## config.mk

```make
export PLATFORM = sky130hd
export DESIGN_NAME = base64_decode_key_xor
export DESIGN_NICKNAME = d
export VERILOG_FILES = /design/src/sv/b64dkx_pkg.sv /design/src/sv/b64dkx_regs.sv /design/src/sv/b64dkx_core.sv /design/src/sv/base64_decode_key_xor.sv
export SDC_FILE = /design/constraint.sdc
export NUM_CORES = 1
export LEC_CHECK = 0
export BUFFER_PORTS_ARGS = -buffer_cell sky130_fd_sc_hd__buf_2
export CAP_MARGIN = 20
export CORE_ASPECT_RATIO = 0.6
export CORE_MARGIN = 2
export CORE_UTILIZATION = 23
export CTS_CLUSTER_SIZE = 8
export DETAILED_ROUTE_END_ITERATION = 10
export HOLD_SLACK_MARGIN = 0.1
export MAX_ROUTING_LAYER = met4
export PLACE_DENSITY = 0.39
export REMOVE_ABC_BUFFERS = 1
export SLEW_MARGIN = 25
export SYNTH_ARGS = -nofsm -noshare
export SYNTH_HDL_FRONTEND = slang
export SYNTH_SLANG_ARGS = --single-unit
export TNS_END_PERCENT = 100
```

## constraint.sdc

```tcl
create_clock -name i_clk -period 9.25 [get_ports i_clk]
set_input_delay 0.4625 -clock i_clk [delete_from_list [all_inputs] [get_ports i_clk]]
set_output_delay 0.4625 -clock i_clk [all_outputs]
set_load 0.03 [all_outputs]
```

## src/sv/b64dkx_pkg.sv

```systemverilog
// Package: shared types, constants and the character map for the base64 key-XOR decoder.
`timescale 1ns / 1ps
`default_nettype none

package b64dkx_pkg;

    localparam int KEY_BYTES    = 32;
    localparam int KEY_IDX_W    = $clog2(KEY_BYTES);
    localparam int KEY_LEN_W    = 6;
    localparam int KEY_BITS     = KEY_BYTES * 8;
    localparam int CFG_DATA_W   = 64;
    localparam int CFG_ADDR_W   = 6;
    localparam int REG_IDX_W    = 3;

    // Register indexes, byte address is 8 times the index.
    localparam logic [REG_IDX_W-1:0] REG_KEY_WORD0  = 3'd0;
    localparam logic [REG_IDX_W-1:0] REG_KEY_WORD1  = 3'd1;
    localparam logic [REG_IDX_W-1:0] REG_KEY_WORD2  = 3'd2;
    localparam logic [REG_IDX_W-1:0] REG_KEY_WORD3  = 3'd3;
    localparam logic [REG_IDX_W-1:0] REG_KEY_LENGTH = 3'd4;

    localparam logic [KEY_LEN_W-1:0] KEY_LEN_RESET = 6'd1;

    localparam logic [7:0] PAD_CODE = 8'h3D;

    // Group positions.
    localparam logic [1:0] GRP_FIRST  = 2'd0;
    localparam logic [1:0] GRP_SECOND = 2'd1;
    localparam logic [1:0] GRP_THIRD  = 2'd2;
    localparam logic [1:0] GRP_FOURTH = 2'd3;

    typedef struct packed {
        logic [KEY_BITS-1:0]  key_bits;
        logic [KEY_LEN_W-1:0] key_length;
    } t_key_cfg;

    // Map an ASCII code to its base64 sextet; anything else maps to zero.
    function automatic logic [5:0] sextet_of(input logic [7:0] c);
        logic [7:0] v;
        v = 8'd0;
        if (c >= 8'h41 && c <= 8'h5A) begin
            v = c - 8'h41;
        end else if (c >= 8'h61 && c <= 8'h7A) begin
            v = c - 8'h61 + 8'd26;
        end else if (c >= 8'h30 && c <= 8'h39) begin
            v = c - 8'h30 + 8'd52;
        end else if (c == 8'h2B) begin
            v = 8'd62;
        end else if (c == 8'h2F) begin
            v = 8'd63;
        end
        return v[5:0];
    endfunction

endpackage

`default_nettype wire

```

## src/sv/b64dkx_regs.sv

```systemverilog
// Configuration register file: key words and key length behind an APB-style port.
`timescale 1ns / 1ps
`default_nettype none

module b64dkx_regs
    import b64dkx_pkg::*;
(
    input  wire logic                  i_clk,
    input  wire logic                  i_rst_n,
    input  wire logic                  psel,
    input  wire logic                  penable,
    input  wire logic                  pwrite,
    input  wire logic [CFG_ADDR_W-1:0] paddr,
    input  wire logic [CFG_DATA_W-1:0] pwdata,
    output logic      [CFG_DATA_W-1:0] prdata,
    output logic                       pready,
    output t_key_cfg                   o_key_cfg
);

    logic [CFG_DATA_W-1:0] r_key_word [4];
    logic [KEY_LEN_W-1:0]  r_key_length;
    logic [REG_IDX_W-1:0]  reg_idx;
    logic                  wr_en;

    assign reg_idx = paddr[CFG_ADDR_W-1:CFG_ADDR_W-REG_IDX_W];
    assign wr_en   = psel && penable && pwrite;
    assign pready  = 1'b1;

    always_ff @(posedge i_clk) begin
        if (!i_rst_n) begin
            r_key_word[0] <= '0;
            r_key_word[1] <= '0;
            r_key_word[2] <= '0;
            r_key_word[3] <= '0;
            r_key_length  <= KEY_LEN_RESET;
        end else if (wr_en) begin
            case (reg_idx)
                REG_KEY_WORD0:  r_key_word[0] <= pwdata;
                REG_KEY_WORD1:  r_key_word[1] <= pwdata;
                REG_KEY_WORD2:  r_key_word[2] <= pwdata;
                REG_KEY_WORD3:  r_key_word[3] <= pwdata;
                REG_KEY_LENGTH: r_key_length  <= pwdata[KEY_LEN_W-1:0];
                default: ;
            endcase
        end
    end

    always_comb begin
        case (reg_idx)
            REG_KEY_WORD0:  prdata = r_key_word[0];
            REG_KEY_WORD1:  prdata = r_key_word[1];
            REG_KEY_WORD2:  prdata = r_key_word[2];
            REG_KEY_WORD3:  prdata = r_key_word[3];
            REG_KEY_LENGTH: prdata = {{(CFG_DATA_W-KEY_LEN_W){1'b0}}, r_key_length};
            default:        prdata = '0;
        endcase
    end

    assign o_key_cfg.key_bits   = {r_key_word[3], r_key_word[2], r_key_word[1], r_key_word[0]};
    assign o_key_cfg.key_length = r_key_length;

endmodule

`default_nettype wire

```

## src/sv/b64dkx_core.sv

```systemverilog
// Decode datapath: group, carry and key position state, byte assembly and key XOR.
`timescale 1ns / 1ps
`default_nettype none

module b64dkx_core
    import b64dkx_pkg::*;
(
    input  wire logic       i_clk,
    input  wire logic       i_rst_n,
    input  wire logic       i_advance,
    input  wire logic [7:0] i_symbol,
    input  wire logic       i_message_start,
    input  t_key_cfg        i_key_cfg,
    output logic            o_emit,
    output logic      [7:0] o_data_byte
);

    logic [1:0]           r_group_pos,  n_group_pos;
    logic [5:0]           r_carry,      n_carry;
    logic [KEY_IDX_W-1:0] r_key_pos,    n_key_pos;

    logic [1:0]           pos;
    logic [5:0]           carry;
    logic [KEY_IDX_W-1:0] kpos;
    logic [5:0]           sext;
    logic                 pad;
    logic [7:0]           plain;
    logic [KEY_LEN_W-1:0] len;
    logic [KEY_LEN_W-1:0] idx;
    logic [KEY_LEN_W-1:0] idx_next;
    logic [7:0]           key_byte;

    // Message start clears position state ahead of this symbol.
    assign pos   = i_message_start ? GRP_FIRST : r_group_pos;
    assign carry = i_message_start ? 6'd0 : r_carry;
    assign kpos  = i_message_start ? '0 : r_key_pos;

    assign sext = sextet_of(i_symbol);
    assign pad  = (i_symbol == PAD_CODE);

    always_comb begin
        case (pos)
            GRP_SECOND: begin
                plain  = {carry, sext[5:4]};
                o_emit = 1'b1;
            end
            GRP_THIRD: begin
                plain  = {carry[3:0], sext[5:2]};
                o_emit = !pad;
            end
            GRP_FOURTH: begin
                plain  = {carry[1:0], sext};
                o_emit = !pad;
            end
            default: begin
                plain  = 8'd0;
                o_emit = 1'b0;
            end
        endcase
    end

    // Clamp key length into 1..KEY_BYTES.
    always_comb begin
        len = i_key_cfg.key_length;
        if (len == '0) begin
            len = KEY_LEN_W'(1);
        end else if (len > KEY_LEN_W'(KEY_BYTES)) begin
            len = KEY_LEN_W'(KEY_BYTES);
        end
    end

    assign idx      = ({1'b0, kpos} >= len) ? '0 : {1'b0, kpos};
    assign idx_next = (idx + KEY_LEN_W'(1) >= len) ? '0 : idx + KEY_LEN_W'(1);
    assign key_byte = i_key_cfg.key_bits[idx[KEY_IDX_W-1:0]*8 +: 8];

    assign o_data_byte = plain ^ key_byte;

    assign n_group_pos = pos + 2'd1;
    assign n_carry     = sext;
    assign n_key_pos   = o_emit ? idx_next[KEY_IDX_W-1:0] : kpos;

    always_ff @(posedge i_clk) begin
        if (!i_rst_n) begin
            r_group_pos <= GRP_FIRST;
            r_carry     <= '0;
            r_key_pos   <= '0;
        end else if (i_advance) begin
            r_group_pos <= n_group_pos;
            r_carry     <= n_carry;
            r_key_pos   <= n_key_pos;
        end
    end

endmodule

`default_nettype wire

```

## src/sv/base64_decode_key_xor.sv

```systemverilog
// Top level: base64 character decoder with repeating-key XOR on each decoded byte.
`timescale 1ns / 1ps
`default_nettype none
//
//  channel  | direction | handshake               | payload
//  ---------+-----------+-------------------------+-------------------------------
//  in       | sink      | i_in_valid / o_in_stall | i_symbol, i_message_start
//  out      | source    | o_out_valid/ i_out_stall| o_data_byte
//  cfg      | APB slave | psel, penable, pready   | paddr, pwdata, prdata
//
//  One item per cycle sustained while the output is not stalled. A symbol is
//  held in the input register, is decoded against the group/key state, and
//  its byte (if any) is then registered in the output register.
//  Items that make no byte (1st place of a group, padding) still take a slot.
//  Reset is synchronous, active low, and clears state, key words, and sets
//  key length to 1. A stalled output holds its byte; the input stalls only
//  when both registers are full and the output is stalled.
//
module base64_decode_key_xor
    import b64dkx_pkg::*;
(
    input  wire logic                  i_clk,
    input  wire logic                  i_rst_n,
    // input items
    input  wire logic                  i_in_valid,
    output logic                       o_in_stall,
    input  wire logic [7:0]            i_symbol,
    input  wire logic                  i_message_start,
    // result items
    output logic                       o_out_valid,
    input  wire logic                  i_out_stall,
    output logic      [7:0]            o_data_byte,
    // configuration
    input  wire logic                  psel,
    input  wire logic                  penable,
    input  wire logic                  pwrite,
    input  wire logic [CFG_ADDR_W-1:0] paddr,
    input  wire logic [CFG_DATA_W-1:0] pwdata,
    output logic      [CFG_DATA_W-1:0] prdata,
    output logic                       pready
);

    t_key_cfg   key_cfg;

    // input register
    logic       r_in_valid;
    logic [7:0] r_symbol;
    logic       r_start;

    // result register
    logic       r_out_valid;
    logic [7:0] r_data_byte;

    logic       out_free;
    logic       advance;
    logic       in_accept;
    logic       emit;
    logic [7:0] byte_val;

    // The result register can take a new byte when empty or being drained.
    assign out_free   = !r_out_valid || !i_out_stall;
    // Move the held symbol through the decoder; state updates on this.
    assign advance    = r_in_valid && out_free;
    // Stall the input only while the held symbol cannot move on.
    assign o_in_stall = r_in_valid && !out_free;
    assign in_accept  = i_in_valid && !o_in_stall;

    b64dkx_regs u_regs (
        .i_clk     (i_clk),
        .i_rst_n   (i_rst_n),
        .psel      (psel),
        .penable   (penable),
        .pwrite    (pwrite),
        .paddr     (paddr),
        .pwdata    (pwdata),
        .prdata    (prdata),
        .pready    (pready),
        .o_key_cfg (key_cfg)
    );

    b64dkx_core u_core (
        .i_clk           (i_clk),
        .i_rst_n         (i_rst_n),
        .i_advance       (advance),
        .i_symbol        (r_symbol),
        .i_message_start (r_start),
        .i_key_cfg       (key_cfg),
        .o_emit          (emit),
        .o_data_byte     (byte_val)
    );

    // Input register: load on accept, empty when the item moves on.
    always_ff @(posedge i_clk) begin
        if (!i_rst_n) begin
            r_in_valid <= 1'b0;
        end else if (in_accept) begin
            r_in_valid <= 1'b1;
        end else if (advance) begin
            r_in_valid <= 1'b0;
        end
    end

    always_ff @(posedge i_clk) begin
        if (in_accept) begin
            r_symbol <= i_symbol;
            r_start  <= i_message_start;
        end
    end

    // Result register: refill on advance (only when a byte is made), drop when taken.
    always_ff @(posedge i_clk) begin
        if (!i_rst_n) begin
            r_out_valid <= 1'b0;
        end else if (advance) begin
            r_out_valid <= emit;
        end else if (!i_out_stall) begin
            r_out_valid <= 1'b0;
        end
    end

    always_ff @(posedge i_clk) begin
        if (advance && emit) begin
            r_data_byte <= byte_val;
        end
    end

    assign o_out_valid = r_out_valid;
    assign o_data_byte = r_data_byte;

endmodule

`default_nettype wire

```

==> results by group, run 1 <==
Outcome
  – Outcome: finished, final reports clean

Worst setup path
  – Reg2reg end: o_data_byte[5]
  – Crit-path max FO: 34
  – CP max stage delay: 0.76 ns
  – Bufs and invs on worst path: 4
  – Critical path launch point type: flop
  – Worst r2r src: r_start
  – WP data arrival: 5.93 ns
  – CP endpoint kind: flop
  – Crit-path leading delay family: simple AND/OR/NAND/NOR gates
  – Setup slack, reg-to-reg: 3.59 ns
  – Worst path cell trace: nand2b_1, buf_4, clkinv_1, ha_1, nand4_4, o21ai_4, buf_4, inv_4, nand2_1, o221a_2, a211oi_1, or4_1, xnor2_1
  – CP most frequent cell: buf_4
  – Critical path required time: 9.52 ns
  – Slowest-stage cell, CP: nand2_1
  – Critical path type: flop to flop
  – R2R cell count: 13

Routing
  – Total routed wirelength: 65700 um
  – DRT Pass-1 Iters: 5
  – Via count: 12.7k
  – Initial DRC Count: 1153
  – Vias/cell: 4.99
  – Drc violations: 0
  – Post-DR wirelength/cell: 25.7 um
  – DRT antenna net count: 0

Clock tree
  – CTS max path bufs: 3
  – TritonCTS clock tree: done
  – Post-CTS Resized: 0
  – Clk slew on worst S/H paths: 0.06 ns
  – Sink Count: 294
  – H-tree depth: 2
  – Setup Fix Bufs, Post-CTS: 0
  – CTS root buf: clkbuf_16
  – Total CTS buffers: 43
  – Worst skew pair latency: 0.56 ns

Timing
  – Worst slew pin tran: 1.09 ns
  – Rel. slew slack: 27.3%
  – Clock skew: 0.0324 ns
  – Slew Limit Fails: 0
  – Final worst slack: 3.59 ns
  – Hold violation total from the final report: 0
  – Period utilisation layout: 61.2%
  – Minimum clock period: 5.66 ns
  – Endpoints failing setup: 0
  – Total Neg Setup Slack: 0 ns
  – Fmax: 177 MHz
  – RSZ-0062 raised after global routing: false

Die
  – Placeable Area: 68100 sq um
  – Die area: 71200 sq um
  – Starting density of the core: 23.3%
  – Chip height: 207 um
  – # IOs: 161
  – Die X: 343 um
  – Row count: 74

Power and ir drop
  – Leak Pwr: 0.00706 uW
  – Part of the power in registers: 45.0%
  – PwrDens: 184 nW/um^2
  – Maximum vdd drop: 0.000136 V
  – Internal power: 2550 uW
  – Combinational share of power: 11.8%
  – Final Power: 3510 uW
  – NetSw: 957 uW
  – Clock Power Share: 43.2%
  – Switch share: 27.3%

Hold path
  – Min-delay worst type: input port to flop
  – Worst Hold Launch: i_in_valid
  – Min-Delay Path Depth: 2
  – Worst Hold End: r_in_valid

Job
  – Max_cap viols: 0

Global route
  – Largest net degree at the start of global routing: 63
  – Grt ovf: 0
  – Vias in the first global route: 12.7k
  – Global-route wire length before repair: 94000 um
  – Initial antenna violation count: 2
  – Gr usage total: 18.6%

Finish
  – Area occupied by multi-input gates: 6820 sq um
  – Layout cells sized above 1: 17.8%
  – Area Overhead vs Synth: 20.2%
  – Seq. cell area: 8620 sq um
  – Nets: 1714
  – Post-Layout Cell Count: 2551
  – Fill cells: 7208

Placement
  – Final HPWL DP: 41400 um
  – PortBufs: 156
  – Pre-CTS setup slack: 3.72 ns
  – Routability cong.: 0.867
  – Placed Cells: 2463

Yosys
  – Post-synthesis instance total: 1459
  – Dominant synthesized flop cell: edfxtp_1
  – Register area share after synthesis: 54.3%
  – Cell accounting for the most synthesized area: edfxtp_1
  – Mapped cell area: 15900 sq um
  – Distinct cells, synth: 83
  – Ys Warns: 0
  – Area share of the leading cell type in the synthesized netlist: 51.7%
  – Area contributors post-synth: edfxtp_1, and2_1, a22oi_1
  – FF+latch count, synth: 294
  – Number of synthesized flops with an enable pin: 273
  – Ys async rst share: 0%
  – Syn avg cell area: 10.9 sq um
[kinds of logic (layout without fill, tap and decap cells)]
group	count (synthesis)	after routing	synth area share, %
AOI/OAI and AO/OA	376	376	17.7
xor gates and xnor gates	15	15	0.828
adders and majority gates	23	23	1.81
buffers and inverters	125	304	3.49
DFF	294	294	54.3
muxes	39	39	2.53
other	1	2	0.0236
and+or+nand+nor	586	586	19.3
[per-layer routing]
layer	share of wire (%)	routed length, um	global-route usage, %	vias up
met3	6.9	4550	3.67	58
met1	50	32500	27.6	6470
met5	0	0	-	-
li1	-	-	-	5752
met4	1.2	761	2.64	0
met2	42	27800	26.6	438
[registers in the layout (all words and copies together), names as in the netlist]
signal,flops
u_regs.r_key_length,6
o_data_byte,8
u_regs.r_key_word,256
u_core.r_group_pos,2
u_core.r_carry,6
r_symbol,8
r_start,1
o_out_valid,1
u_core.r_key_pos,5
r_in_valid,1
[metrics by stage]
step / hold WS, ns / utilization [%] / area (sq um)
6_report: 0.149 / 28.0 / 19100
2_1_floorplan: 0.443 / - / 15400
3_5_place_dp: 0.464 / 26.0 / 17700
4_1_cts: 0.117 / 28.0 / 19100
5_1_grt: 0.127 / 28.0 / 19100
3_3_place_gp: 0.464 / 26.0 / 17700
[cells in the mapped netlist (all sizes together) (6+ instances only)]
cell	count
a211oi	14
a21boi	7
a21o	10
a21oi	40
a221o	10
a221oi	26
a22oi	125
a31oi	25
and2	257
buf	31
clkbuf	67
dfxtp	21
edfxtp	273
ha	23
inv	26
mux2	9
mux2i	30
nand2	200
nand2b	12
nand3	22
nand4	6
nor2	38
nor2b	12
nor3	19
o211ai	20
o21ai	37
or3	6
xnor2	12
[power groups by stage]
stage          clock network [uW]  registers (uW)  logic (uW)
3_5_place_dp                    0            1600         413
4_1_cts                      1550            1580         417
6_report                     1510            1580         415
3_3_place_gp                    0            1600         413
5_1_grt                      1600            1580         444
2_1_floorplan                   0            1590         228
[worst register-to-register path, delay by kind of cell (launching register included)]
family / cells / cell delay, ns
AND/OR/NAND/NOR: 4 / 1.89
buffers and inverters: 4 / 1.45
flip-flops: 1 / 0.74
AO/OA/AOI/OAI: 3 / 0.60
adder cells (fa/ha/maj): 1 / 0.54
XOR/XNOR: 1 / 0.20
[worst max-delay path by stage]
stage	start	end	slack (ns)	depth (start not counted)
2_1_floorplan	r_start	u_core.r_key_pos[4]	2.09	16
3_3_place_gp	r_start	u_core.r_key_pos[4]	3.78	18
3_5_place_dp	r_start	o_data_byte[5]	3.72	13
4_1_cts	r_start	o_data_byte[5]	3.65	13
5_1_grt	r_start	o_data_byte[6]	3.51	14
6_report	r_start	o_data_byte[5]	3.59	13
[final cells by class]
type / instances / area share (%)
clock inverters: 2 / 0.0656
multi-input cells: 1040 / 35.8
inverters: 27 / 0.545
repair buffers: 199 / 5.90
clock buffers: 76 / 6.51
flip-flops and latches: 294 / 45.2
well taps: 912 / 5.98
diodes: 1 / 0.0131
[layout by cell type, fill, tap and decap left out, types with 6 or more instances in the layout]
cell and count:
a221oi_1 26, nand2_1 198, mux2_2 9, a221o_1 10
a21o_1 10, clkbuf_1 31, inv_1 22, buf_2 156
a21boi_0 6, nor2b_1 11, edfxtp_1 273, and2_1 257
o21ai_0 31, a21oi_1 39, a22oi_1 125, clkbuf_16 45
nor2_1 31, o211ai_1 18, buf_4 34, a211oi_1 10
mux2i_1 30, a31oi_1 25, ha_1 23, nand2b_1 12
nor3_1 16, nor2_4 6, xnor2_1 12, nand3_1 22
dfxtp_1 21, dlygate4sd3_1 9
[timing repair]
action,CTS,global route
setup endpoints to repair,0,0
endpoints found under the hold margin,9,0
hold buffers,9,0
(Power assumes the default switching activity.)
==> inputs of run 2 (changes only) <==
- ABC_AREA: default -> 1
- clock period: 9.25 -> 5.7 ns (I/O delays scaled with it)
==> run 2 against run 1 <==
  * Clock power increased by 56%
  * Combinational power increased by 86%
  * Maximum frequency increased by 22%
  * First-iteration DRC count increased by 4.9%
  * Count of clock-buffer cells in the layout decreased by 17
  * Largest cell class unchanged
  * Global-route usage decreased by 0.14 points
  * Synthesized cell count increased by 33%
  * Die area increased by 0.87%
==> results by group, run 2 <==
Die
  – Die X: 345 um (+0.43%)
  – Starting density of the core: 23.4% (+0.11 points)
  – Die area: 71800 sq um (+0.87%)
  – # IOs: 161 (unchanged)
  – Chip height: 208 um (+0.43%)
  – Row count: 74 (unchanged)
  – Placeable Area: 68400 sq um (+0.41%)

Worst setup path
  – CP endpoint kind: flop
  – Critical path launch point type: flop
  – Slowest-stage cell, CP: edfxtp_1
  – WP data arrival: 5.12 ns (-0.81 ns)
  – Worst path cell trace: inv_2, nand2_2, ha_1, inv_1, nand2_1, nand2_1, nand2_1, nand2_2, buf_4, nand3_4, o31ai_1, nand2_1, inv_2, ha_1, nand2_1, inv_1, o211ai_1, o211ai_1, a41oi_1, nand3_1, a21oi_1
  – Critical path type: flop to flop
  – CP most frequent cell: nand2_1
  – Crit-path max FO: 38 (+12%)
  – Critical path required time: 6.17 ns (-3.35 ns)
  – CP max stage delay: 0.57 ns (-0.19 ns)

Timing
  – RSZ-0062 raised after global routing: false
  – Slew Limit Fails: 0 (unchanged)
  – Period utilisation layout: 81.5% (+20 points)
  – Fmax: 215 MHz (+22%)
  – Clock skew: 0.0200 ns (-0.0124 ns)
  – Worst slew pin tran: 1.08 ns (-0.00976 ns)
  – Hold violation total from the final report: 0 (unchanged)
  – Rel. slew slack: 28.2% (+0.92 points)
  – Endpoints failing setup: 0 (unchanged)
  – Minimum clock period: 4.65 ns (-1.01 ns)
  – Final worst slack: 1.05 ns (-2.54 ns)

Finish
  – Largest Register: u_regs.r_key_word
  – Area Overhead vs Synth: 22.3%
  – Final instance area: 19600 sq um (+2.6%)
  – Max reg flops: 256 (unchanged)
  – Commonest non-fill, non-tap cells in the layout: nand2_1, nor2_1, nand3_1
  – Commonest non-fill, non-tap cell in the layout: nand2_1
  – Nets: 2226 (+30%)
  – Layout cells sized above 1: 12.4% (-5.3 points)
  – Antenna cells: 0 (-1)

Yosys
  – Post-synthesis instance total: 1944 (+33%)
  – Area contributors post-synth: edfxtp_1, nand2_1, nand3_1
  – Distinct cells, synth: 39 (-53%)
  – Mapped cell area: 16000 sq um (+0.88%)
  – Cell accounting for the most synthesized area: edfxtp_1
  – Ys Warns: 0 (unchanged)
  – Synth top cells by count: nand2_1, nor2_1, nand3_1, edfxtp_1, inv_1
  – Number of synthesized flops with an enable pin: 273 (unchanged)
  – Area share of the leading cell type in the synthesized netlist: 51.2% (-0.45 points)
  – Dominant synthesized flop cell: edfxtp_1
  – Ys async rst share: 0% (unchanged)
  – Count leader, synth: nand2_1
  – Syn avg cell area: 8.24 sq um (-24%)
  – FF+latch count, synth: 294 (unchanged)
  – Register area share after synthesis: 53.8% (-0.48 points)

Power and ir drop
  – PwrDens: 290 nW/um^2 (+58%)
  – Maximum vdd drop: 0.000177 V (+30%)
  – Leak Pwr: 0.00813 uW (+15%)

Routing
  – Drc violations: 0 (unchanged)
  – DRT antenna net count: 0 (unchanged)
  – Total routed wirelength: 65200 um (-0.76%)
  – Initial DRC Count: 1210 (+4.9%)
  – Post-DR wirelength/cell: 21.4 um (-17%)
  – Via count: 14.6k (+15%)
  – Vias/cell: 4.79 (-4.0%)
  – DRT Pass-1 Iters: 6 (+1)

Job
  – Max_cap viols: 0 (unchanged)

Hold path
  – Min-delay worst type: input port to flop

Global route
  – Initial antenna violation count: 3 (+1)
  – Global-route wire length before repair: 95800 um (+1.9%)
  – Gr usage total: 18.5% (-0.14 points)
  – Largest net degree at the start of global routing: 130 (+110%)
  – Vias in the first global route: 14.3k (+12%)
  – Grt ovf: 0 (unchanged)

Clock tree
  – Clk slew on worst S/H paths: 0.06 ns (about the same)
  – Total CTS buffers: 42 (-2.3%)
  – Post-CTS Resized: 0 (unchanged)
  – H-tree depth: 2 (unchanged)
  – CTS max path bufs: 3 (unchanged)
  – CTS root buf: clkbuf_16
  – TritonCTS clock tree: done
  – Worst skew pair latency: 0.56 ns (about the same)
  – Sink Count: 294 (unchanged)

Outcome
  – Outcome: finished, final reports clean

Placement
  – PortBufs: 156 (unchanged)
  – Post-DP Area: 17800 sq um (+0.53%)
  – Pre-CTS setup slack: 1.19 ns (-2.52 ns)
  – Routability cong.: 0.837 (-3.4%)
  – Final HPWL DP: 39900 um (-3.6%)
run 2: cell families (layout without fill, tap and decap cells):
family | Yosys count | in the layout | share of synthesized area (%)
buffers and inverters | 280 | 470 | 6.81
and+or+nand+nor | 1242 | 1242 | 33.3
AOI/OAI and AO/OA | 97 | 97 | 3.88
DFF | 294 | 294 | 53.8
xor gates and xnor gates | 7 | 7 | 0.383
adders and majority gates | 23 | 23 | 1.80
other | 1 | 1 | 0.0234
run 2: per-layer routing:
metal / GRT usage [%] / share of wire (%)
met2: 26.9 / 42
met4: 3.49 / 1.6
met3: 3.21 / 7.5
met5: - / 0
met1: 26.9 / 49
run 2: worst max-delay path: cells and delay by family (launching register included):
| kind | cells | cell delay (ns) |
|---|---|---|
| DFF | 1 | 0.57 |
| AOI/OAI and AO/OA | 5 | 1.03 |
| buffers and inverters | 5 | 1.02 |
| adders and majority gates | 2 | 0.63 |
| and+or+nand+nor | 9 | 1.24 |
run 2: power breakdown:
| group | leakage, uW | switching [uW] | internal (uW) |
|---|---|---|---|
| Sequential | 0.00277 | 74.7 | 2480 |
| Clock | 0.000555 | 991 | 1360 |
| Combinational | 0.00481 | 555 | 216 |
| Total | 0.00813 | 1620 | 4060 |
run 2: worst paths after layout:
check	start	endpoint	slack, ns	cells past startpoint
worst max-delay path	r_start	u_core.r_key_pos[4]	1.05	21
worst min-delay path	pwdata[10]	u_regs.r_key_word[1][10]	0.12	3
worst max register to register	r_start	u_core.r_key_pos[4]	1.05	21
worst min register to register	u_core.r_group_pos[1]	u_core.r_group_pos[1]	0.55	2
run 2: cell type report:
| class | count | area, sq um |
|---|---|---|
| inverters | 160 | 602 |
| well taps | 912 | 1140 |
| fillers | 7400 | 48800 |
| multi-input cells | 1370 | 6410 |
| repair buffers | 249 | 1660 |
| flip-flops and latches | 294 | 8620 |
| clock inverters | 2 | 12.5 |
| clock buffers | 59 | 1140 |
run 2: per-stage QoR:
step / setup TNS, ns / power (uW) / instances / hold WS [ns] / util [%]
final: 0 / 5680 / 3046 / 0.119 / 28.6
after global routing: 0 / 5920 / 3046 / 0.118 / 28.6
after CTS: 0 / 5750 / 3045 / 0.101 / 28.6
after detailed placement: 0 / 3340 / 2926 / 0.464 / 26.0
after global placement: 0 / 3340 / 2926 / 0.464 / 26.0
after floorplan: -309.74 / 3030 / 1824 / 0.384 / -
run 2: timing repair:
item	in CTS	in global routing
hold buffers	58	0
endpoints found under the hold margin	178	0
setup buffers	0	0
endpoints found under the setup margin	0	0
